--- src/rtl/mexp_pkg.sv ---
// ----------------------------------------------------------------------------
// mexp_pkg
// shared types and codes for the modular exponentiation block
// ----------------------------------------------------------------------------
package mexp_pkg;

    localparam logic MM_MUL = 1'b0;
    localparam logic MM_RED = 1'b1;

    typedef struct packed {
        logic start;
        logic mode;
    } t_mm_ctrl;

endpackage

--- src/rtl/mexp_mulmod.sv ---
// ----------------------------------------------------------------------------
// mexp_mulmod
// bit-serial modular multiply / reduce unit, one multiplier bit per cycle
// ----------------------------------------------------------------------------
module mexp_mulmod import mexp_pkg::*; #(
    parameter int W = 31
) (
    input  logic         i_clk,
    input  logic         i_rst_n,
    input  t_mm_ctrl     i_ctrl,
    input  logic [W-1:0] i_a,
    input  logic [W-1:0] i_b,
    input  logic [W-1:0] i_m,
    output logic         o_done,
    output logic [W-1:0] o_res
);

    localparam int CW = $clog2(W + 1);

    logic          r_busy;
    logic          r_done;
    logic [CW-1:0] r_cnt;
    logic          r_mode;
    logic [W-1:0]  r_acc;
    logic [W-1:0]  r_mult;
    logic [W-1:0]  r_a;
    logic [W-1:0]  r_m;

    logic [W+1:0]  addend;
    logic [W+1:0]  sum;
    logic [W+1:0]  m1;
    logic [W+1:0]  m2;
    logic [W+1:0]  red;
    logic [W-1:0]  n_acc;

    // acc = (2*acc + addend) mod m, sum stays below 3m
    always_comb begin
        if (r_mode == MM_RED) begin
            addend = {{(W+1){1'b0}}, r_mult[W-1]};
        end else begin
            addend = r_mult[W-1] ? {2'b00, r_a} : '0;
        end
        sum = {1'b0, r_acc, 1'b0} + addend;
        m1  = {2'b00, r_m};
        m2  = {1'b0, r_m, 1'b0};
        if (sum >= m2) begin
            red = sum - m2;
        end else if (sum >= m1) begin
            red = sum - m1;
        end else begin
            red = sum;
        end
        n_acc = red[W-1:0];
    end

    always_ff @(posedge i_clk) begin
        if (!i_rst_n) begin
            r_busy <= 1'b0;
            r_done <= 1'b0;
            r_cnt  <= '0;
        end else begin
            r_done <= 1'b0;
            if (i_ctrl.start) begin
                r_busy <= 1'b1;
                r_cnt  <= CW'(W);
            end else if (r_busy) begin
                r_cnt <= r_cnt - CW'(1);
                if (r_cnt == CW'(1)) begin
                    r_busy <= 1'b0;
                    r_done <= 1'b1;
                end
            end
        end
    end

    always_ff @(posedge i_clk) begin
        if (i_ctrl.start) begin
            r_acc  <= '0;
            r_mult <= i_b;
            r_a    <= i_a;
            r_m    <= i_m;
            r_mode <= i_ctrl.mode;
        end else if (r_busy) begin
            r_acc  <= n_acc;
            r_mult <= {r_mult[W-2:0], 1'b0};
        end
    end

    assign o_done = r_done;
    assign o_res  = r_acc;

`ifndef SYNTHESIS
    a_no_restart: assert property (@(posedge i_clk) disable iff (!i_rst_n)
        i_ctrl.start |-> !r_busy)
        else $error("mulmod started while busy");
    a_done_after_busy: assert property (@(posedge i_clk) disable iff (!i_rst_n)
        r_done |-> $past(r_busy))
        else $error("mulmod done without work");
    a_res_reduced: assert property (@(posedge i_clk) disable iff (!i_rst_n)
        r_done |-> (r_acc < r_m))
        else $error("mulmod result not reduced");
`endif

endmodule

--- src/rtl/modular_exponentiation.sv ---
// ----------------------------------------------------------------------------
// modular_exponentiation
// base^exponent mod modulus by right-to-left square-and-multiply
// ----------------------------------------------------------------------------
// One word is taken at a time. The base is first reduced on the single
// bit-serial multiply unit. Every exponent bit below the highest set one then
// costs one squaring, and a set bit also costs one multiply; a squaring right
// after a multiply is started as the multiply finishes, without going back to
// the bit-scan state. A zero exponent gives 1; with a nonzero exponent, a
// modulus of 0 or 1 gives 0, both without using the multiply unit. The input is
// ready again as soon as the result sits in the output register.
module modular_exponentiation import mexp_pkg::*; #(
    parameter int OPERAND_BITS = 31
) (
    input  logic                    i_clk,
    input  logic                    i_rst_n,
    input  logic                    i_in_valid,
    output logic                    o_in_ready,
    input  logic [OPERAND_BITS-1:0] i_base,
    input  logic [OPERAND_BITS-1:0] i_exponent,
    input  logic [OPERAND_BITS-1:0] i_modulus,
    output logic                    o_out_valid,
    input  logic                    i_out_ready,
    output logic [OPERAND_BITS-1:0] o_result
);

    localparam int W = OPERAND_BITS;

    localparam logic [2:0] S_IDLE = 3'd0;
    localparam logic [2:0] S_RED  = 3'd1;
    localparam logic [2:0] S_BIT  = 3'd2;
    localparam logic [2:0] S_MACC = 3'd3;
    localparam logic [2:0] S_MSQ  = 3'd4;
    localparam logic [2:0] S_FIN  = 3'd5;

    logic [2:0]   r_state;
    logic [2:0]   n_state;
    logic [W-1:0] r_exp;
    logic [W-1:0] n_exp;
    logic [W-1:0] r_m;
    logic [W-1:0] n_m;
    logic [W-1:0] r_acc;
    logic [W-1:0] n_acc;
    logic [W-1:0] r_sq;
    logic [W-1:0] n_sq;
    logic         r_out_valid;
    logic [W-1:0] r_out;

    t_mm_ctrl     mm_ctrl;
    logic [W-1:0] mm_a;
    logic [W-1:0] mm_b;
    logic [W-1:0] mm_m;
    logic         mm_done;
    logic [W-1:0] mm_res;
    logic         in_acc;

    assign in_acc = i_in_valid && o_in_ready;

    always_comb begin
        n_state      = r_state;
        n_exp        = r_exp;
        n_m          = r_m;
        n_acc        = r_acc;
        n_sq         = r_sq;
        mm_ctrl      = '0;
        mm_ctrl.mode = MM_MUL;
        mm_a         = r_sq;
        mm_b         = r_sq;
        mm_m         = r_m;
        unique case (r_state)
            S_IDLE: begin
                if (in_acc) begin
                    n_exp = i_exponent;
                    n_m   = i_modulus;
                    if (i_exponent == '0) begin
                        n_acc   = W'(1);
                        n_state = S_FIN;
                    end else if (i_modulus <= W'(1)) begin
                        n_acc   = '0;
                        n_state = S_FIN;
                    end else begin
                        n_acc         = W'(1);
                        mm_ctrl.start = 1'b1;
                        mm_ctrl.mode  = MM_RED;
                        mm_b          = i_base;
                        mm_m          = i_modulus;
                        n_state       = S_RED;
                    end
                end
            end
            S_RED: begin
                if (mm_done) begin
                    n_sq    = mm_res;
                    n_state = S_BIT;
                end
            end
            S_BIT: begin
                mm_ctrl.start = 1'b1;
                if (r_exp[0]) begin
                    mm_a    = r_acc;
                    n_state = S_MACC;
                end else begin
                    n_state = S_MSQ;
                end
            end
            S_MACC: begin
                if (mm_done) begin
                    n_acc = mm_res;
                    if (r_exp[W-1:1] == '0) begin
                        n_state = S_FIN;
                    end else begin
                        mm_ctrl.start = 1'b1;
                        n_state       = S_MSQ;
                    end
                end
            end
            S_MSQ: begin
                if (mm_done) begin
                    n_sq    = mm_res;
                    n_exp   = {1'b0, r_exp[W-1:1]};
                    n_state = S_BIT;
                end
            end
            S_FIN: begin
                if (!r_out_valid || i_out_ready) begin
                    n_state = S_IDLE;
                end
            end
            default: n_state = S_IDLE;
        endcase
    end

    always_ff @(posedge i_clk) begin
        if (!i_rst_n) begin
            r_state     <= S_IDLE;
            r_out_valid <= 1'b0;
        end else begin
            r_state <= n_state;
            if (r_state == S_FIN && (!r_out_valid || i_out_ready)) begin
                r_out_valid <= 1'b1;
            end else if (i_out_ready) begin
                r_out_valid <= 1'b0;
            end
        end
    end

    always_ff @(posedge i_clk) begin
        r_exp <= n_exp;
        r_m   <= n_m;
        r_acc <= n_acc;
        r_sq  <= n_sq;
        if (r_state == S_FIN && (!r_out_valid || i_out_ready)) begin
            r_out <= r_acc;
        end
    end

    mexp_mulmod #(
        .W (W)
    ) u_mulmod (
        .i_clk   (i_clk),
        .i_rst_n (i_rst_n),
        .i_ctrl  (mm_ctrl),
        .i_a     (mm_a),
        .i_b     (mm_b),
        .i_m     (mm_m),
        .o_done  (mm_done),
        .o_res   (mm_res)
    );

    assign o_in_ready  = (r_state == S_IDLE);
    assign o_out_valid = r_out_valid;
    assign o_result    = r_out;

`ifndef SYNTHESIS
    a_bit_nonzero: assert property (@(posedge i_clk) disable iff (!i_rst_n)
        (r_state == S_BIT) |-> (r_exp != '0))
        else $error("exponent scan with no bits left");
    a_done_expected: assert property (@(posedge i_clk) disable iff (!i_rst_n)
        mm_done |-> (r_state == S_RED || r_state == S_MACC || r_state == S_MSQ))
        else $error("multiply unit done in wrong state");
    a_accept_leaves_idle: assert property (@(posedge i_clk) disable iff (!i_rst_n)
        in_acc |=> (r_state != S_IDLE))
        else $error("accepted word did not start work");
`endif

endmodule
--- config.mk ---
export PLATFORM = sky130hd
export DESIGN_NAME = modular_exponentiation
export DESIGN_NICKNAME = d
export VERILOG_FILES = /design/src/rtl/mexp_pkg.sv /design/src/rtl/mexp_mulmod.sv /design/src/rtl/modular_exponentiation.sv
export SDC_FILE = /design/constraint.sdc
export NUM_CORES = 1
export LEC_CHECK = 0
export BUFFER_PORTS_ARGS = -buffer_cell sky130_fd_sc_hd__buf_2
export CAP_MARGIN = 20
export CORE_ASPECT_RATIO = 2
export CORE_MARGIN = 2
export CORE_UTILIZATION = 45
export DETAILED_ROUTE_END_ITERATION = 6
export SYNTH_ARGS = -nofsm -noshare
export SYNTH_HDL_FRONTEND = slang
export SYNTH_HIERARCHICAL = 1
export SYNTH_SLANG_ARGS = --single-unit
--- constraint.sdc ---
create_clock -name i_clk -period 8.6 [get_ports i_clk]
set_clock_uncertainty 0.2 [all_clocks]
set_input_delay 0.86 -clock i_clk [delete_from_list [all_inputs] [get_ports i_clk]]
set_output_delay 0.86 -clock i_clk [all_outputs]
set_load 0.02 [all_outputs]
[Word-level counts from Yosys, hierarchy flattened]
Cells that the tools add are included.
Cells by class
  multiplexer cells: 47
  magnitude comparators: 3
  equality and inequality tests: 11
  $add $sub $neg: 4
  bitwise logic cells: 4
  reduce and logical (&&, ||, !) cells: 19
Operators by type and width (number)
  2-to-1 mux 31 bit: 20
  one-hot mux 31 bit (2 select lines): 2
  subtractor 31 bit: 2
  adder 32 x 31 -> 33 bit: 1
  >= comparator 33 x 31 -> 1 bit: 1
  >= comparator 33 x 32 -> 1 bit: 1
  <= comparator 31 x 1 -> 1 bit (second input constant): 1
  logical NOT 31 bit: 1
  logical NOT 30 bit: 1
  2-to-1 mux 3 bit: 7
  one-hot mux 3 bit (5 select lines): 1
  2-to-1 mux 1 bit: 11
  2-to-1 mux 5 bit: 2
  != test 2 x 1 -> 1 bit (second input constant): 4
  nonzero test 2 bit: 4
  == test 3 x 2 -> 1 bit (second input constant): 2
  == test 3 bit (second input constant): 2
  2-to-1 mux 2 bit: 3
  AND reduction 3 bit: 2
  OR reduction 3 bit: 2
  == test 5 x 1 -> 1 bit (second input constant): 1
  subtractor 5 x 1 -> 5 bit (second input constant): 1
  inverter 1 bit: 4
  AND reduction 2 bit: 2
  other kinds (9): 10
Word-level totals
  output and inout port bits: 33
  bits in registers: 291
  logic and storage cells: 103

[Depth between registers and ports, before layout]
Gate-level depths: netlist of the first run.
  depth after elaboration: 6
  depth in mapped cells: 24
  depth with buffers taken out: 23

[Cells and area by module]
The synthesis of the first run kept the hierarchy.
By module, submodules not included
  mexp_mulmod: times used 1, area each 10400.0 µm², cells each 1090, seq. area each 3583.4 µm²
  modular_exponentiation: times used 1, area each 7059.3 µm², cells each 413, seq. area each 4734.5 µm²

[Worst setup path after synthesis of the first run]
OpenSTA, ideal clock, no wires.
  path kind: register to register
  from: reg u_mulmod.r_mult[30]
  to: reg u_mulmod.r_acc[22] (netlist: u_mulmod/o_res[22])
  arrival time: 4956 ps
  cell stages (with the launch flop): 25
  slack: 3312 ps
  required time: 8268 ps
  path buffers: 2
  setup time: 132 ps
  clock period less this slack: 5288 ps
  path through: edfxtp_1 > nor2b_1 > clkbuf_1 > and2_1 > ha_1 > fa_1 > a211oi_1 > o21ai_0 > o21ai_0 > o21ba_2 > o21ai_0 > a21o_1 > a21oi_1 > xnor2_1 > ha_1 > nand3_1 > or3_1 > a2111oi_2 > nor4_2 > nor3_2 > a31o_2 > buf_2 > nor2_2 > a211oi_1 > o32ai_1
On the way
  longest elaborated chain between the ends: 6
  elaborated cells on any way between the ends: 9
  classes of those cells: 3 x add/sub; 2 x order compare; 4 x mux
Ends and longest elaborated chain
  from (decl): RTL line mexp_mulmod.sv:25  | logic [W-1:0] r_mult;
  from (signal assigned): RTL line mexp_mulmod.sv:79  | r_mult <= i_b;
  from (signal assigned): RTL line mexp_mulmod.sv:85  | r_mult <= {r_mult[W-2:0], 1'b0};
  2-to-1 mux 31 bit: RTL line mexp_mulmod.sv:41  | addend = r_mult[W-1] ? {2'b00, r_a} : '0;
  2-to-1 mux 31 bit *: RTL line mexp_mulmod.sv:38  | if (r_mode == MM_RED) begin
  adder 32 x 31 -> 33 bit *: RTL line mexp_mulmod.sv:43  | sum = {1'b0, r_acc, 1'b0} + addend;
  subtractor 31 bit / >= comparator 33 x 31 -> 1 bit (equally long branches): RTL line mexp_mulmod.sv:49, mexp_mulmod.sv:48
  2-to-1 mux 31 bit: RTL line mexp_mulmod.sv:48  | end else if (sum >= m1) begin
  2-to-1 mux 31 bit *: RTL line mexp_mulmod.sv:46  | if (sum >= m2) begin
  to (signal assigned): RTL line mexp_mulmod.sv:84  | r_acc <= n_acc;
  to (decl): RTL line mexp_mulmod.sv:24  | logic [W-1:0] r_acc;
Every way passes the cells marked *; elsewhere a longest branch is shown, timed or not.
A chain may end at the register's enable or synchronous reset.

[Worst setup path in the final report of the first run]
  from: reg u_mulmod.r_mode
  to: reg u_mulmod.r_acc[24] (netlist: u_mulmod/o_res[24])
On the way
  longest elaborated chain between the ends: 5
  elaborated cells on any way between the ends: 8
  classes of those cells: 3 x add/sub; 2 x order compare; 3 x mux
Ends and longest elaborated chain
  from (decl): RTL line mexp_mulmod.sv:23  | logic r_mode;
  from (signal assigned): RTL line mexp_mulmod.sv:82  | r_mode <= i_ctrl.mode;
  2-to-1 mux 31 bit *: RTL line mexp_mulmod.sv:38
  adder 32 x 31 -> 33 bit *: RTL line mexp_mulmod.sv:43
  subtractor 31 bit / >= comparator 33 x 31 -> 1 bit (equally long branches): RTL line mexp_mulmod.sv:49, mexp_mulmod.sv:48
  2-to-1 mux 31 bit: RTL line mexp_mulmod.sv:48
  2-to-1 mux 31 bit *: RTL line mexp_mulmod.sv:46
Marks and branches as above.

==> results of run 1 <==
==> sequential cells by signal, summed over array words and instances, names as in the netlist <==
signal and flops:
r_m 31, r_exp 31, u_mulmod/r_busy 1, u_mulmod/o_done 1, r_acc 31, o_out_valid 1, u_mulmod/r_cnt 5, u_mulmod/r_mult 31
o_result 31, u_mulmod/r_m 31, u_mulmod/o_res 31, u_mulmod/r_a 31, r_sq 31, u_mulmod/r_mode 1, r_state 3
==> synth_stat cells, types with 5 or more instances <==
library cell               number  area, um2
sky130_fd_sc_hd__o21ai_0       48        240
sky130_fd_sc_hd__xor2_1        26        228
sky130_fd_sc_hd__and2_1        40        250
sky130_fd_sc_hd__o21a_1        13       97.6
sky130_fd_sc_hd__a31oi_1       17        106
sky130_fd_sc_hd__edfxtp_1     249       7480
sky130_fd_sc_hd__a21oi_1       90        450
sky130_fd_sc_hd__o21bai_1      11       82.6
sky130_fd_sc_hd__xnor2_1       52        455
sky130_fd_sc_hd__nand2_1       52        195
sky130_fd_sc_hd__a21o_1        46        345
sky130_fd_sc_hd__ha_1          94       1180
sky130_fd_sc_hd__o31ai_1        9       67.6
sky130_fd_sc_hd__o31a_1         5       43.8
sky130_fd_sc_hd__o21ai_1       15       75.1
sky130_fd_sc_hd__nor2_1        77        289
sky130_fd_sc_hd__mux2i_1       11        110
sky130_fd_sc_hd__and3_1        42        263
sky130_fd_sc_hd__clkbuf_1      40        150
sky130_fd_sc_hd__buf_6         12        135
sky130_fd_sc_hd__nand3_1       23        115
sky130_fd_sc_hd__nor2b_1       19        119
sky130_fd_sc_hd__buf_2         12       60.1
sky130_fd_sc_hd__nor3_1        26        130
sky130_fd_sc_hd__a211o_1        5       43.8
sky130_fd_sc_hd__dfxtp_1       42        841
sky130_fd_sc_hd__nand4_1       20        125
sky130_fd_sc_hd__nand2b_1      14       87.6
sky130_fd_sc_hd__a211oi_1      20        150
sky130_fd_sc_hd__nor4_1        29        181
sky130_fd_sc_hd__nor3_2         5       50.1
sky130_fd_sc_hd__inv_1         57        214
sky130_fd_sc_hd__mux2_2       122       1370
sky130_fd_sc_hd__mux2_4        31        465
sky130_fd_sc_hd__o22ai_1        8       50.1
sky130_fd_sc_hd__o211ai_1      19        143
==> worst reg2reg max path: stages (launching register included) <==
cell and delay [ns]:
sky130_fd_sc_hd__edfxtp_1 0.38, sky130_fd_sc_hd__nor2b_1 0.16, sky130_fd_sc_hd__buf_4 0.28, sky130_fd_sc_hd__and2_1 0.19, sky130_fd_sc_hd__ha_1 0.29, sky130_fd_sc_hd__a211oi_1 0.40, sky130_fd_sc_hd__nor2_1 0.13, sky130_fd_sc_hd__a32o_1 0.35
sky130_fd_sc_hd__a41oi_1 0.34, sky130_fd_sc_hd__nand2b_1 0.09, sky130_fd_sc_hd__a21oi_1 0.18, sky130_fd_sc_hd__xnor2_1 0.25, sky130_fd_sc_hd__ha_1 0.38, sky130_fd_sc_hd__a21o_1 0.23, sky130_fd_sc_hd__a211oi_1 0.28, sky130_fd_sc_hd__o21ai_1 0.15
sky130_fd_sc_hd__a32oi_1 0.34, sky130_fd_sc_hd__nand2_1 0.13, sky130_fd_sc_hd__a221o_1 0.41, sky130_fd_sc_hd__a31oi_2 0.16, sky130_fd_sc_hd__buf_4 0.23, sky130_fd_sc_hd__nand2_1 0.60, sky130_fd_sc_hd__o211ai_1 0.48, sky130_fd_sc_hd__a311oi_2 0.14
==> final timing paths <==
path	to	slack, ns	cells past startpoint
hold / removal	o_result[27]	0.25	0
setup reg to reg	u_mulmod/o_res[24]	1.67	23
setup / recovery	u_mulmod/o_res[24]	1.67	23
hold reg to reg	o_result[27]	0.25	0
==> final cells by class <==
class,instances,area (um2)
fill,3494,18900
multi-input combinational,1085,8580
sequential,291,8320
timing repair buffer,145,766
clock buffer,33,761
tap,520,651
clock inverter,18,355
inverter,57,214
==> layer usage <==
layer	global-route usage, %	part of all wire [%]
met1	23.5	37
met2	42.7	54
met3	2.07	2.9
met4	12.1	5.8
met5	0	0
==> cell usage in the layout (no fill, tap or decap), types with 16 or more instances in the layout <==
cell	netlist	layout
sky130_fd_sc_hd__mux2_2	122	122
sky130_fd_sc_hd__nand3_1	23	23
sky130_fd_sc_hd__mux2_4	31	31
sky130_fd_sc_hd__dfxtp_1	42	41
sky130_fd_sc_hd__xnor2_1	52	52
sky130_fd_sc_hd__buf_4	2	16
sky130_fd_sc_hd__edfxtp_1	249	249
sky130_fd_sc_hd__nor2b_1	19	18
sky130_fd_sc_hd__and3_1	42	42
sky130_fd_sc_hd__o211ai_1	19	19
sky130_fd_sc_hd__a211oi_1	20	20
sky130_fd_sc_hd__nand4_1	20	20
sky130_fd_sc_hd__inv_1	57	57
sky130_fd_sc_hd__nand2_1	52	52
sky130_fd_sc_hd__ha_1	94	94
sky130_fd_sc_hd__a21o_1	46	45
sky130_fd_sc_hd__clkbuf_16	0	29
sky130_fd_sc_hd__o21ai_0	48	48
sky130_fd_sc_hd__nor2_1	77	77
sky130_fd_sc_hd__a31oi_1	17	17
sky130_fd_sc_hd__nor3_1	26	25
sky130_fd_sc_hd__a21oi_1	90	90
sky130_fd_sc_hd__nor4_1	29	29
sky130_fd_sc_hd__and2_1	40	40
sky130_fd_sc_hd__buf_2	12	129
sky130_fd_sc_hd__xor2_1	26	26
==> power by group through the flow <==
stage	sequential (uW)	combinational (uW)	clock (uW)
after CTS	2250	5100	1530
after global routing	2290	5580	1570
after floorplan	2190	3860	0
after global placement	2270	5060	0
final	2250	5150	1490
after detailed placement	2280	5080	0
==> cells by family (layout without fill, tap and decap cells) <==
family / count (synthesis) / in the layout / synth area share [%]
AO/OA/AOI/OAI: 370 / 370 / 15.0
XOR/XNOR: 78 / 78 / 3.91
adder cells (fa/ha/maj): 97 / 97 / 7.08
buffers and inverters: 127 / 253 / 3.38
flip-flops: 291 / 291 / 47.6
multiplexers: 166 / 166 / 11.3
AND/OR/NAND/NOR: 374 / 374 / 11.7
==> through the flow <==
stage | hold WS, ns | instances | utilization, %
4_1_cts | 0.249 | 2149 | 51.0
3_3_place_gp | 0.226 | 2098 | 48.1
6_report | 0.247 | 2149 | 51.0
3_5_place_dp | 0.231 | 2098 | 48.1
5_1_grt | 0.262 | 2149 | 51.0
2_1_floorplan | 0.220 | 1503 | -
==> key figures, run 1 <==
Setup path
  – Family with the most delay on the worst path: compound AO/OA/AOI/OAI gates
  – Critical path endpoint category: flop
  – CP Max Fanout: 30
  – Library cell contributing the largest single delay on the critical path: sky130_fd_sc_hd__nand2_1
  – WP data arrival: 7.14 ns
  – Max incr delay on CP: 0.60 ns
  – Critical path, cell by cell: nor2b_1 -> buf_4 -> and2_1 -> ha_1 -> a211oi_1 -> nor2_1 -> a32o_1 -> a41oi_1 -> nand2b_1 -> a21oi_1 -> xnor2_1 -> ha_1 -> a21o_1 -> a211oi_1 -> o21ai_1 -> a32oi_1 -> nand2_1 -> a221o_1 -> a31oi_2 -> buf_4 -> nand2_1 -> o211ai_1 -> a311oi_2
  – Required time reported for the critical path endpoint: 8.81 ns
  – Launching point of the worst reg2reg path: u_mulmod/r_mode
  – Worst setup startpoint: u_mulmod/r_mode
  – Worst Path Buf+Inv: 2
  – Category of the worst setup path launch point: flop
  – Setup Crit Path Kind: reg2reg

Die
  – Vertical die dimension: 283 um
  – Die Area: 0.0405 mm2
  – Die boundary width: 143 um
  – Number of placement rows: 102
  – Top-level port count: 130
  – Effective utilization at floorplan: 45.3%
  – Std-Cell Core Area: 0.0385 mm2

STA
  – Endpoints failing hold: 0
  – Number of setup violations in the final report: 0
  – Post-route setup TNS: 0 ns
  – Max Clk Rate: 144 MHz
  – Shortest clock period the worst path allows after layout: 6.93 ns
  – Portion of the clock cycle consumed by the worst path in the final layout: 80.6%
  – Worst rel slew slack: 31.8%
  – Number of max-slew violations in the final report: 0
  – Transition time at the pin with the least slew margin: 1.02 ns
  – RSZ-0062 raised after global routing: no
  – Least setup slack across all paths after layout: 1.67 ns

Layout
  – Inserted Diodes: 0
  – Ratio of cells with drive above 1 in the final layout: 24.1%
  – Final net count: 1,802
  – Layout area overhead: 12.5%
  – Final design area excluding fillers: 0.0196 mm2

Power
  – Clock Power Share: 16.7%
  – Internal Dissipation: 5000 uW
  – Sequential group share of total power: 25.3%
  – Switching Power: 3880 uW
  – IR Drop Worst-Case VDD: 347 uV
  – Pwr/cell area: 452 mW/mm2
  – Gate power share: 58.0%
  – Leakage Power: 0.00780 uW
  – Final Power: 8880 uW
  – Switching part of the total: 43.7%

Global route
  – Number of antenna violations at the first check in global routing: 0
  – GRT Total Usage: 22.3%
  – Pin count of the biggest net entering global routing: 64
  – Vias in the first global route: 12,600
  – Overflow after GRT: 0
  – First-pass GRT wire length: 69,400 um

Clock network
  – TritonCTS buffer count: 28
  – H-Tree Depth: 1
  – Buffers from clock root to sink, at most: 3
  – Post-cts repair resize count: 0
  – Cell chosen for the clock root: sky130_fd_sc_hd__clkbuf_16
  – Hold-fix buffers, CTS: 0
  – Post-CTS clock slew at the launch and capture registers of the worst setup and hold paths: 0.07 ns
  – CTS sink cnt: 291
  – Latest clock arrival within the worst-skew pair: 0.56 ns
  – Total setup buffers inserted after CTS: 0
  – TritonCTS clock tree: done

Hold path
  – Hold Path Origin: r_acc[27]
  – Worst hold-check path type: reg2reg

Synthesis
  – Number of synthesized flops with an enable pin: 249
  – Most common flop cell mapped by yosys: sky130_fd_sc_hd__edfxtp_1
  – Number of warning messages in the yosys log: 6
  – Sequential fraction of the synthesis area: 47.6%
  – Post-synthesis cell type count: 93
  – Netlist Area Pre-Place: 0.0175 mm2
  – Count of state elements after synthesis: 291
  – Mean instance size in the synthesized netlist: 11.6 um2
  – Syn Inst Count: 1,503
  – Async set-or-reset flop fraction in the synthesized netlist: 0%
  – Syn Nets: 1,697

Outcome
  – Outcome: completed

Placement
  – Placer congestion estimate: 1.01
  – DP HPWL: 35,300 um
  – Pre-CTS worst setup slack: 1.87 ns
  – Number of input and output port buffers inserted: 129
  – Instance area after placement: 0.0185 mm2

Drt
  – DRC violations left: 0
  – Vias per inst: 5.72
  – Vias after detailed routing: 12,300
  – Post-route antenna net violation count: 0
  – Total iterations of the first detailed-routing run: 5
  – Wire per inst: 21.2 um
  – Post-detailed-routing wire length: 45,600 um
  – Initial drt markers: 587

Flow run
  – Number of max-cap violations: 0
Note: power is estimated with default switching activity, not from simulation.
==> run 2, diff against run 1 <==
--- a/config.mk
+++ b/config.mk
@@ -5,6 +5,7 @@
 export SDC_FILE = /design/constraint.sdc
 export NUM_CORES = 1
 export LEC_CHECK = 0
+export ABC_AREA = 1
 export BUFFER_PORTS_ARGS = -buffer_cell sky130_fd_sc_hd__buf_2
 export CAP_MARGIN = 20
 export CORE_ASPECT_RATIO = 2
==> constraint.sdc (replaced) <==
create_clock -name i_clk -period 6.15 [get_ports i_clk]
set_clock_uncertainty 0.2 [all_clocks]
set_input_delay 0.615 -clock i_clk [delete_from_list [all_inputs] [get_ports i_clk]]
set_output_delay 0.615 -clock i_clk [all_outputs]
set_load 0.02 [all_outputs]
==> run 2 against run 1 <==
Compared with the run above: design area rose by 6.2%; wire length rose by 39%; via count rose by 32%; synthesized cell count rose by 57%; synthesized area rose by 7.2%; global-route usage rose by 7.1 points; critical path depth did not move; flip-flop and latch count did not move; highest routed layer unchanged.
==> key figures, run 2 <==
Outcome
  – Outcome: completed

Clock network
  – H-Tree Depth: 1 (unchanged)
  – Latest clock arrival within the worst-skew pair: 0.58 ns (+0.02 ns)
  – TritonCTS clock tree: done
  – TritonCTS buffer count: 27 (-3.6%)
  – Cell chosen for the clock root: sky130_fd_sc_hd__clkbuf_16
  – Buffers from clock root to sink, at most: 3 (unchanged)
  – Total setup buffers inserted after CTS: 0 (unchanged)
  – Hold-fix buffers, CTS: 0 (unchanged)
  – Post-cts repair resize count: 0 (unchanged)
  – Post-CTS clock slew at the launch and capture registers of the worst setup and hold paths: 0.07 ns (about the same)
  – CTS sink cnt: 291 (unchanged)

STA
  – Shortest clock period the worst path allows after layout: 5.63 ns (-1.30 ns)
  – Max Clk Rate: 178 MHz (+23%)
  – Endpoints failing hold: 0 (unchanged)
  – Number of setup violations in the final report: 0 (unchanged)
  – RSZ-0062 raised after global routing: no
  – Post-route setup TNS: 0 ns (unchanged)
  – Transition time at the pin with the least slew margin: 1.03 ns (+0.00150 ns)
  – Number of max-slew violations in the final report: 0 (unchanged)
  – Portion of the clock cycle consumed by the worst path in the final layout: 91.5% (+11 points)
  – Worst rel slew slack: 31.7% (-0.10 points)
  – Worst hold margin: 0.0346 ns (-0.213 ns)

Setup path
  – WP data arrival: 5.90 ns (-1.24 ns)
  – Critical path, cell by cell: buf_4 -> nor2_1 -> ha_1 -> fa_1 -> nand3_1 -> nand3_1 -> nand3_1 -> nand3_1 -> xor2_1 -> inv_1 -> ha_1 -> nand2_1 -> nor2_1 -> nand2_1 -> nor3_1 -> a21oi_1 -> nand2_1 -> nand2_2 -> buf_4 -> nand4_1 -> nand3_1 -> nand2_1 -> nand2_1
  – Max incr delay on CP: 0.62 ns (+0.02 ns)
  – Library cell contributing the largest single delay on the critical path: sky130_fd_sc_hd__edfxtp_1
  – Family with the most delay on the worst path: simple AND/OR/NAND/NOR gates
  – Required time reported for the critical path endpoint: 6.42 ns (-2.39 ns)
  – Worst Path Buf+Inv: 3 (+1)
  – Category of the worst setup path launch point: flop
  – CP Max Fanout: 13 (-57%)
  – Setup Crit Path Kind: reg2reg
  – Critical path endpoint category: flop

Die
  – Vertical die dimension: 292 um (+3.5%)
  – Die Area: 0.0434 mm2 (+7.1%)
  – Std-Cell Core Area: 0.0410 mm2 (+6.3%)
  – Effective utilization at floorplan: 45.7% (+0.38 points)
  – Die boundary width: 148 um (+3.5%)
  – Top-level port count: 130 (unchanged)
  – Number of placement rows: 105 (+2.9%)

Synthesis
  – Leading post-synthesis cells by cell area: sky130_fd_sc_hd__edfxtp_1 40%, sky130_fd_sc_hd__nand2_1 14%, sky130_fd_sc_hd__inv_1 6.4%
  – Syn Inst Count: 2,363 (+57%)
  – Number of synthesized flops with an enable pin: 249 (unchanged)
  – Commonest cells in the synthesized netlist: 709 x sky130_fd_sc_hd__nand2_1, 321 x sky130_fd_sc_hd__inv_1, 249 x sky130_fd_sc_hd__edfxtp_1
  – Netlist Area Pre-Place: 0.0187 mm2 (+7.2%)
  – Mean instance size in the synthesized netlist: 7.92 um2 (-32%)
  – Sequential fraction of the synthesis area: 44.4% (-3.2 points)
  – Area share of and/or/nand/nor cells after synthesis: 25.4% (+14 points)
  – Mux contribution to synthesized area: 1.80% (-9.5 points)
  – Async set-or-reset flop fraction in the synthesized netlist: 0% (unchanged)
  – Syn Nets: 2,557 (+51%)
  – Synthesized-area fraction occupied by adder cells: 6.60% (-0.48 points)
  – Parity-gate share of the synthesized area counting xor and xnor cells: 3.18% (-0.73 points)
  – Cell with the most instances after synthesis: sky130_fd_sc_hd__nand2_1
  – Biggest area consumer among synthesized cells: sky130_fd_sc_hd__edfxtp_1
  – Post-synthesis cell type count: 49 (-47%)
  – Synth top area share: 39.9% (-2.9 points)
  – Most common flop cell mapped by yosys: sky130_fd_sc_hd__edfxtp_1
  – Number of warning messages in the yosys log: 6 (unchanged)
  – Area fraction in compound gates after synthesis: 10.0% (-5.0 points)
  – Count of state elements after synthesis: 291 (unchanged)
  – Dominant combinational cell family by area after synthesis: simple AND/OR/NAND/NOR gates

Layout
  – Commonest cells after routing, fill and taps aside: 709 x sky130_fd_sc_hd__nand2_1, 321 x sky130_fd_sc_hd__inv_1, 249 x sky130_fd_sc_hd__edfxtp_1
  – Filler cells: 4,105 (+17%)
  – Ratio of cells with drive above 1 in the final layout: 11.5% (-13 points)
  – Leading cell type in the layout, fill and taps excluded: sky130_fd_sc_hd__nand2_1
  – Inserted Diodes: 0 (unchanged)
  – Layout area overhead: 11.4%
  – Final net count: 2,701 (+50%)
  – Sequential cell area: 0.00832 mm2 (about the same)
  – Area taken by multi-input logic gates: 0.00882 mm2 (+2.9%)

Drt
  – Wire per inst: 20.7 um (-2.4%)
  – Vias per inst: 5.31 (-7.2%)
  – DRC violations left: 0 (unchanged)
  – Post-route antenna net violation count: 0 (unchanged)
  – Initial drt markers: 748 (+27%)
  – Vias after detailed routing: 16,200 (+32%)
  – Total iterations of the first detailed-routing run: 5 (unchanged)
  – Post-detailed-routing wire length: 63,400 um (+39%)

Global route
  – Number of antenna violations at the first check in global routing: 0 (unchanged)
  – GRT Total Usage: 29.4% (+7.1 points)
  – Overflow after GRT: 0 (unchanged)
  – Pin count of the biggest net entering global routing: 69 (+7.8%)
  – First-pass GRT wire length: 95,800 um (+38%)
  – Vias in the first global route: 16,900 (+35%)

Placement
  – DP HPWL: 52,500 um (+49%)
  – Placer congestion estimate: 1.05 (+4.3%)
  – Number of input and output port buffers inserted: 129 (unchanged)

Flow run
  – Number of max-cap violations: 0 (unchanged)

Hold path
  – Worst hold-check path type: in2reg
## run 2: cell families after synthesis
logic type / after synthesis
xor gates and xnor gates: 68
and+or+nand+nor: 1141
adders and majority gates: 97
DFF: 291
buffers and inverters: 391
AOI/OAI and AO/OA: 345
muxes: 30
## run 2: final timing paths
path / startpoint / to / slack [ns] / depth (start not counted)
worst max-delay path: u_mulmod/r_mode / u_mulmod/o_res[26] / 0.52 / 23
worst min-delay path: i_modulus[22] / r_m[22] / 0.03 / 1
worst max register to register: u_mulmod/r_mode / u_mulmod/o_res[26] / 0.52 / 23
worst min register to register: r_acc[10] / o_result[10] / 0.24 / 0
## run 2: worst reg2reg max path: stages (launching register included)
cell                       delay (ns)
sky130_fd_sc_hd__edfxtp_1        0.62
sky130_fd_sc_hd__buf_4           0.22
sky130_fd_sc_hd__nor2_1          0.06
sky130_fd_sc_hd__ha_1            0.20
sky130_fd_sc_hd__fa_1            0.43
sky130_fd_sc_hd__nand3_1         0.12
sky130_fd_sc_hd__nand3_1         0.27
sky130_fd_sc_hd__nand3_1         0.17
sky130_fd_sc_hd__nand3_1         0.23
sky130_fd_sc_hd__xor2_1          0.38
sky130_fd_sc_hd__inv_1           0.15
sky130_fd_sc_hd__ha_1            0.38
sky130_fd_sc_hd__nand2_1         0.15
sky130_fd_sc_hd__nor2_1          0.30
sky130_fd_sc_hd__nand2_1         0.13
sky130_fd_sc_hd__nor3_1          0.44
sky130_fd_sc_hd__a21oi_1         0.14
sky130_fd_sc_hd__nand2_1         0.11
sky130_fd_sc_hd__nand2_2         0.14
sky130_fd_sc_hd__buf_4           0.23
sky130_fd_sc_hd__nand4_1         0.14
sky130_fd_sc_hd__nand3_1         0.14
sky130_fd_sc_hd__nand2_1         0.10
sky130_fd_sc_hd__nand2_1         0.04
## run 2: cell type report
cell class              instances  share of cell area [%]
multi-input cells            1681                    42.3
flip-flops and latches        291                    39.9
inverters                     327                    5.89
repair buffers                179                    4.96
clock buffers                  38                    3.53
well taps                     535                    3.21
clock inverters                 8                   0.210
## run 2: metrics by stage
step	instances	setup slack (ns)	instance area, um2	utilization [%]
6_report	3059	0.520	20900	50.9
5_1_grt	3059	0.221	20900	50.9
4_1_cts	3059	0.505	20900	50.9
3_5_place_dp	3013	0.553	20100	49.0
3_3_place_gp	3013	0.577	20100	49.0
2_1_floorplan	2363	0.446	18700	-
## run 2: layer usage
layer / up-vias / global-route usage [%] / routed length [um]
li1: 8053 / - / -
met1: 7583 / 27.3 / 20900
met2: 422 / 58.7 / 35500
met3: 182 / 2.20 / 1710
met4: 0 / 20.3 / 5250
met5: - / 0 / 0
Power of run 2 is left out: the tool's default activity adds up to more than one toggle a clock period on the data nets, which glitch-free logic cannot reach.
==> run 3, diff against run 2 <==
--- a/config.mk
+++ b/config.mk
@@ -8,10 +8,14 @@
 export ABC_AREA = 1
 export BUFFER_PORTS_ARGS = -buffer_cell sky130_fd_sc_hd__buf_2
 export CAP_MARGIN = 20
+export CELL_PAD_IN_SITES_DETAIL_PLACEMENT = 0
+export CELL_PAD_IN_SITES_GLOBAL_PLACEMENT = 1
 export CORE_ASPECT_RATIO = 2
 export CORE_MARGIN = 2
-export CORE_UTILIZATION = 45
+export CORE_UTILIZATION = 42
+export CTS_CLUSTER_SIZE = 20
 export DETAILED_ROUTE_END_ITERATION = 6
+export PLACE_DENSITY_LB_ADDON = 0.1
 export SYNTH_ARGS = -nofsm -noshare
 export SYNTH_HDL_FRONTEND = slang
 export SYNTH_HIERARCHICAL = 1
==> constraint.sdc (replaced) <==
create_clock -name i_clk -period 6.15 [get_ports i_clk]
set_clock_uncertainty 0.2 [all_clocks]
set_input_delay 0.615 -clock i_clk [delete_from_list [all_inputs] [get_ports i_clk]]
set_output_delay 0.615 -clock i_clk [all_outputs]
set_load 0.1 [all_outputs]
==> run 3 against run 2 <==
Compared with the run above: utilization fell by 2.6 points; cell count rose by 1.5%; the flow now finishes with violations (design-rule violations); design area grew 2.0%; sequential share of layout area fell by 0.79 points; fmax is 1.1% higher; setup slack gained 0.060 ns; critical endpoint is now u_mulmod/o_res[27]; first-iteration DRC count rose by 29%; flip-flop and latch count did not move; die area is 7.0% higher; via count decreased by 0.36%; hold slack got worse by 0.0057 ns.
==> key figures, run 3 (synthesis results as in run 2) <==
STA
  – Worst rel slew slack: 28.9% (-2.8 points)
  – Endpoints failing hold: 0 (unchanged)
  – Shortest clock period the worst path allows after layout: 5.57 ns (-0.0600 ns)
  – Transition time at the pin with the least slew margin: 1.06 ns (+0.0398 ns)
  – Number of max-slew violations in the final report: 0 (unchanged)
  – Post-route setup TNS: 0 ns (unchanged)
  – RSZ-0062 raised after global routing: no
  – Max Clk Rate: 180 MHz (+1.1%)
  – Portion of the clock cycle consumed by the worst path in the final layout: 90.6% (-0.98 points)
  – Number of setup violations in the final report: 0 (unchanged)

Clock network
  – H-Tree Depth: 1 (unchanged)
  – Buffers from clock root to sink, at most: 3 (unchanged)
  – TritonCTS clock tree: done
  – CTS sink cnt: 291 (unchanged)
  – TritonCTS buffer count: 28 (+3.7%)
  – Post-cts repair resize count: 0 (unchanged)
  – Cell chosen for the clock root: sky130_fd_sc_hd__clkbuf_16
  – Total setup buffers inserted after CTS: 0 (unchanged)
  – Post-CTS clock slew at the launch and capture registers of the worst setup and hold paths: 0.07 ns (about the same)
  – Latest clock arrival within the worst-skew pair: 0.59 ns (about the same)

Layout
  – Layout Cells excl Fill: 3,105 (+1.5%)
  – Ratio of cells with drive above 1 in the final layout: 11.6% (+0.13 points)
  – Final net count: 2,721 (+0.74%)
  – Commonest cells after routing, fill and taps aside: 709 x sky130_fd_sc_hd__nand2_1, 321 x sky130_fd_sc_hd__inv_1, 249 x sky130_fd_sc_hd__edfxtp_1
  – Leading cell type in the layout, fill and taps excluded: sky130_fd_sc_hd__nand2_1
  – Filler cells: 4,493 (+9.5%)
  – Final design area excluding fillers: 0.0213 mm2 (+2.0%)
  – Layout area overhead: 13.6%

Setup path
  – Internal reg-to-reg setup slack: 0.58 ns (+0.06 ns)
  – Category of the worst setup path launch point: flop
  – Critical path endpoint category: flop
  – Cell repeated most along the worst path: sky130_fd_sc_hd__nand2_1
  – WP data arrival: 5.90 ns (about the same)
  – Setup Crit Path Kind: reg2reg
  – Launching point of the worst reg2reg path: u_mulmod/r_mult[30]
  – Worst Path Buf+Inv: 2 (-1)
  – Number of cells traversed by the worst register-to-register path: 22 (-4.3%)
  – CP Max Fanout: 31 (+18)
  – Critical path, cell by cell: buf_4 -> nand2_1 -> nor2_1 -> ha_1 -> a21oi_1 -> nand3_2 -> nand2_2 -> nand2_2 -> nand2_1 -> nand2_1 -> xnor2_1 -> inv_1 -> ha_1 -> nand2_1 -> nor2_1 -> a211oi_1 -> o211ai_1 -> xor2_1 -> nand2_1 -> nand2_1 -> nand2_1 -> nand2_1
  – Endpoint of the lowest-slack register-to-register path: u_mulmod/o_res[27]
  – Library cell contributing the largest single delay on the critical path: sky130_fd_sc_hd__a211oi_1
  – Max incr delay on CP: 0.66 ns (+0.04 ns)
  – Required time reported for the critical path endpoint: 6.48 ns (+0.06 ns)
  – Family with the most delay on the worst path: simple AND/OR/NAND/NOR gates

Drt
  – Uppermost metal layer occupied by signal nets: met4
  – Total routed wire length on the met1 layer: 20,900 um (about the same)
  – Vias after detailed routing: 16,200 (-0.36%)
  – Total iterations of the first detailed-routing run: 7 (+2)
  – Detail Route met3 WL: 1850 um (+8.3%)
  – Vias per inst: 5.21 (-1.8%)
  – Wire per inst: 20.4 um (-1.4%)
  – Met2 WL: 35,400 um (-0.51%)
  – Initial drt markers: 966 (+29%)
  – Post-route antenna net violation count: 0 (unchanged)
  – DRC violations left: 1 (+1)
  – Post-detailed-routing wire length: 63,500 um (+0.11%)

Global route
  – GRT Total Usage: 27.2% (-2.2 points)
  – Overflow after GRT: 0 (unchanged)
  – Number of antenna violations at the first check in global routing: 2 (+2)
  – Pin count of the biggest net entering global routing: 65 (-5.8%)
  – First-pass GRT wire length: 95,600 um (-0.14%)
  – Vias in the first global route: 16,900 (-0.15%)

Placement
  – Placer congestion estimate: 1.01 (-3.9%)
  – DP Cell Count: 3,030 (+0.56%)
  – Instance area after placement: 0.0201 mm2 (+0.20%)
  – DP HPWL: 52,900 um (+0.64%)
  – Number of input and output port buffers inserted: 129 (unchanged)

Die
  – Vertical die dimension: 303 um (+3.5%)
  – Effective utilization at floorplan: 42.5% (-3.2 points)
  – Number of placement rows: 109 (+3.8%)
  – Die Area: 0.0464 mm2 (+7.0%)
  – Std-Cell Core Area: 0.0441 mm2 (+7.5%)
  – Top-level port count: 130 (unchanged)
  – Die boundary width: 153 um (+3.4%)

Outcome
  – Outcome: finished, violations left
  – Violated checks: design-rule violations

Flow run
  – Number of max-cap violations: 0 (unchanged)

Hold path
  – Worst hold-check path type: in2reg
  – Hold path endpoint: r_m[21]
  – Hold depth: 1 (unchanged)
  – Hold Path Origin: i_modulus[21]
run 3: cell types whose count changed in the layout (fill, tap and decap cells not counted), sizes merged:
cell	previous run	this run
clkbuf	38	39
clkinv	5	4
buf	179	176
dlygate4sd3	0	22
diode	0	2
bufinv	0	3
inv	329	328
clkinvlp	1	4
run 3: per-stage QoR:
| stage | hold slack, ns | worst slack [ns] | util (%) |
|---|---|---|---|
| global route | 0.0176 | 0.411 | 48.3 |
| CTS | 0.000246 | 0.578 | 48.3 |
| detailed placement | 0.233 | 0.610 | 45.7 |
| global placement | 0.223 | 0.530 | 45.7 |
| floorplan | 0.220 | 0.446 | - |
| finish | 0.0289 | 0.580 | 48.3 |
run 3: layout make-up:
cell class	count	area [um2]	area share (%)
Timing Repair Buffer	198	1270	5.96
Inverter	327	1230	5.77
Antenna cell	2	5.00	0.0235
Sequential cell	291	8320	39.1
Tap cell	555	694	3.26
Multi-Input combinational cell	1681	8820	41.5
Clock inverter	12	174	0.818
Clock buffer	39	762	3.58
run 3: metal layers:
layer | up-vias | global-route usage, %
li1 | 8098 | -
met1 | 7481 | 25.2
met2 | 429 | 54.7
met3 | 173 | 1.91
met4 | 0 | 19.9
met5 | - | 0
run 3: timing repair:
action | in CTS | in global routing
setup endpoints to repair | 0 | 0
hold buffers | 22 | 0
endpoints found under the hold margin | 22 | 0
run 3: worst max-delay path by stage:
stage	end	cells after the start	slack, ns	start
2_1_floorplan	u_mulmod/r_mult[0]	7	0.45	r_state[0]
3_3_place_gp	u_mulmod/o_res[27]	22	0.53	u_mulmod/r_mult[30]
3_5_place_dp	u_mulmod/o_res[27]	22	0.61	u_mulmod/r_mult[30]
4_1_cts	u_mulmod/o_res[27]	22	0.58	u_mulmod/r_mult[30]
5_1_grt	u_mulmod/o_res[25]	25	0.41	u_mulmod/r_mult[30]
6_report	u_mulmod/o_res[27]	22	0.58	u_mulmod/r_mult[30]
Power of run 3 is left out for the same reason.
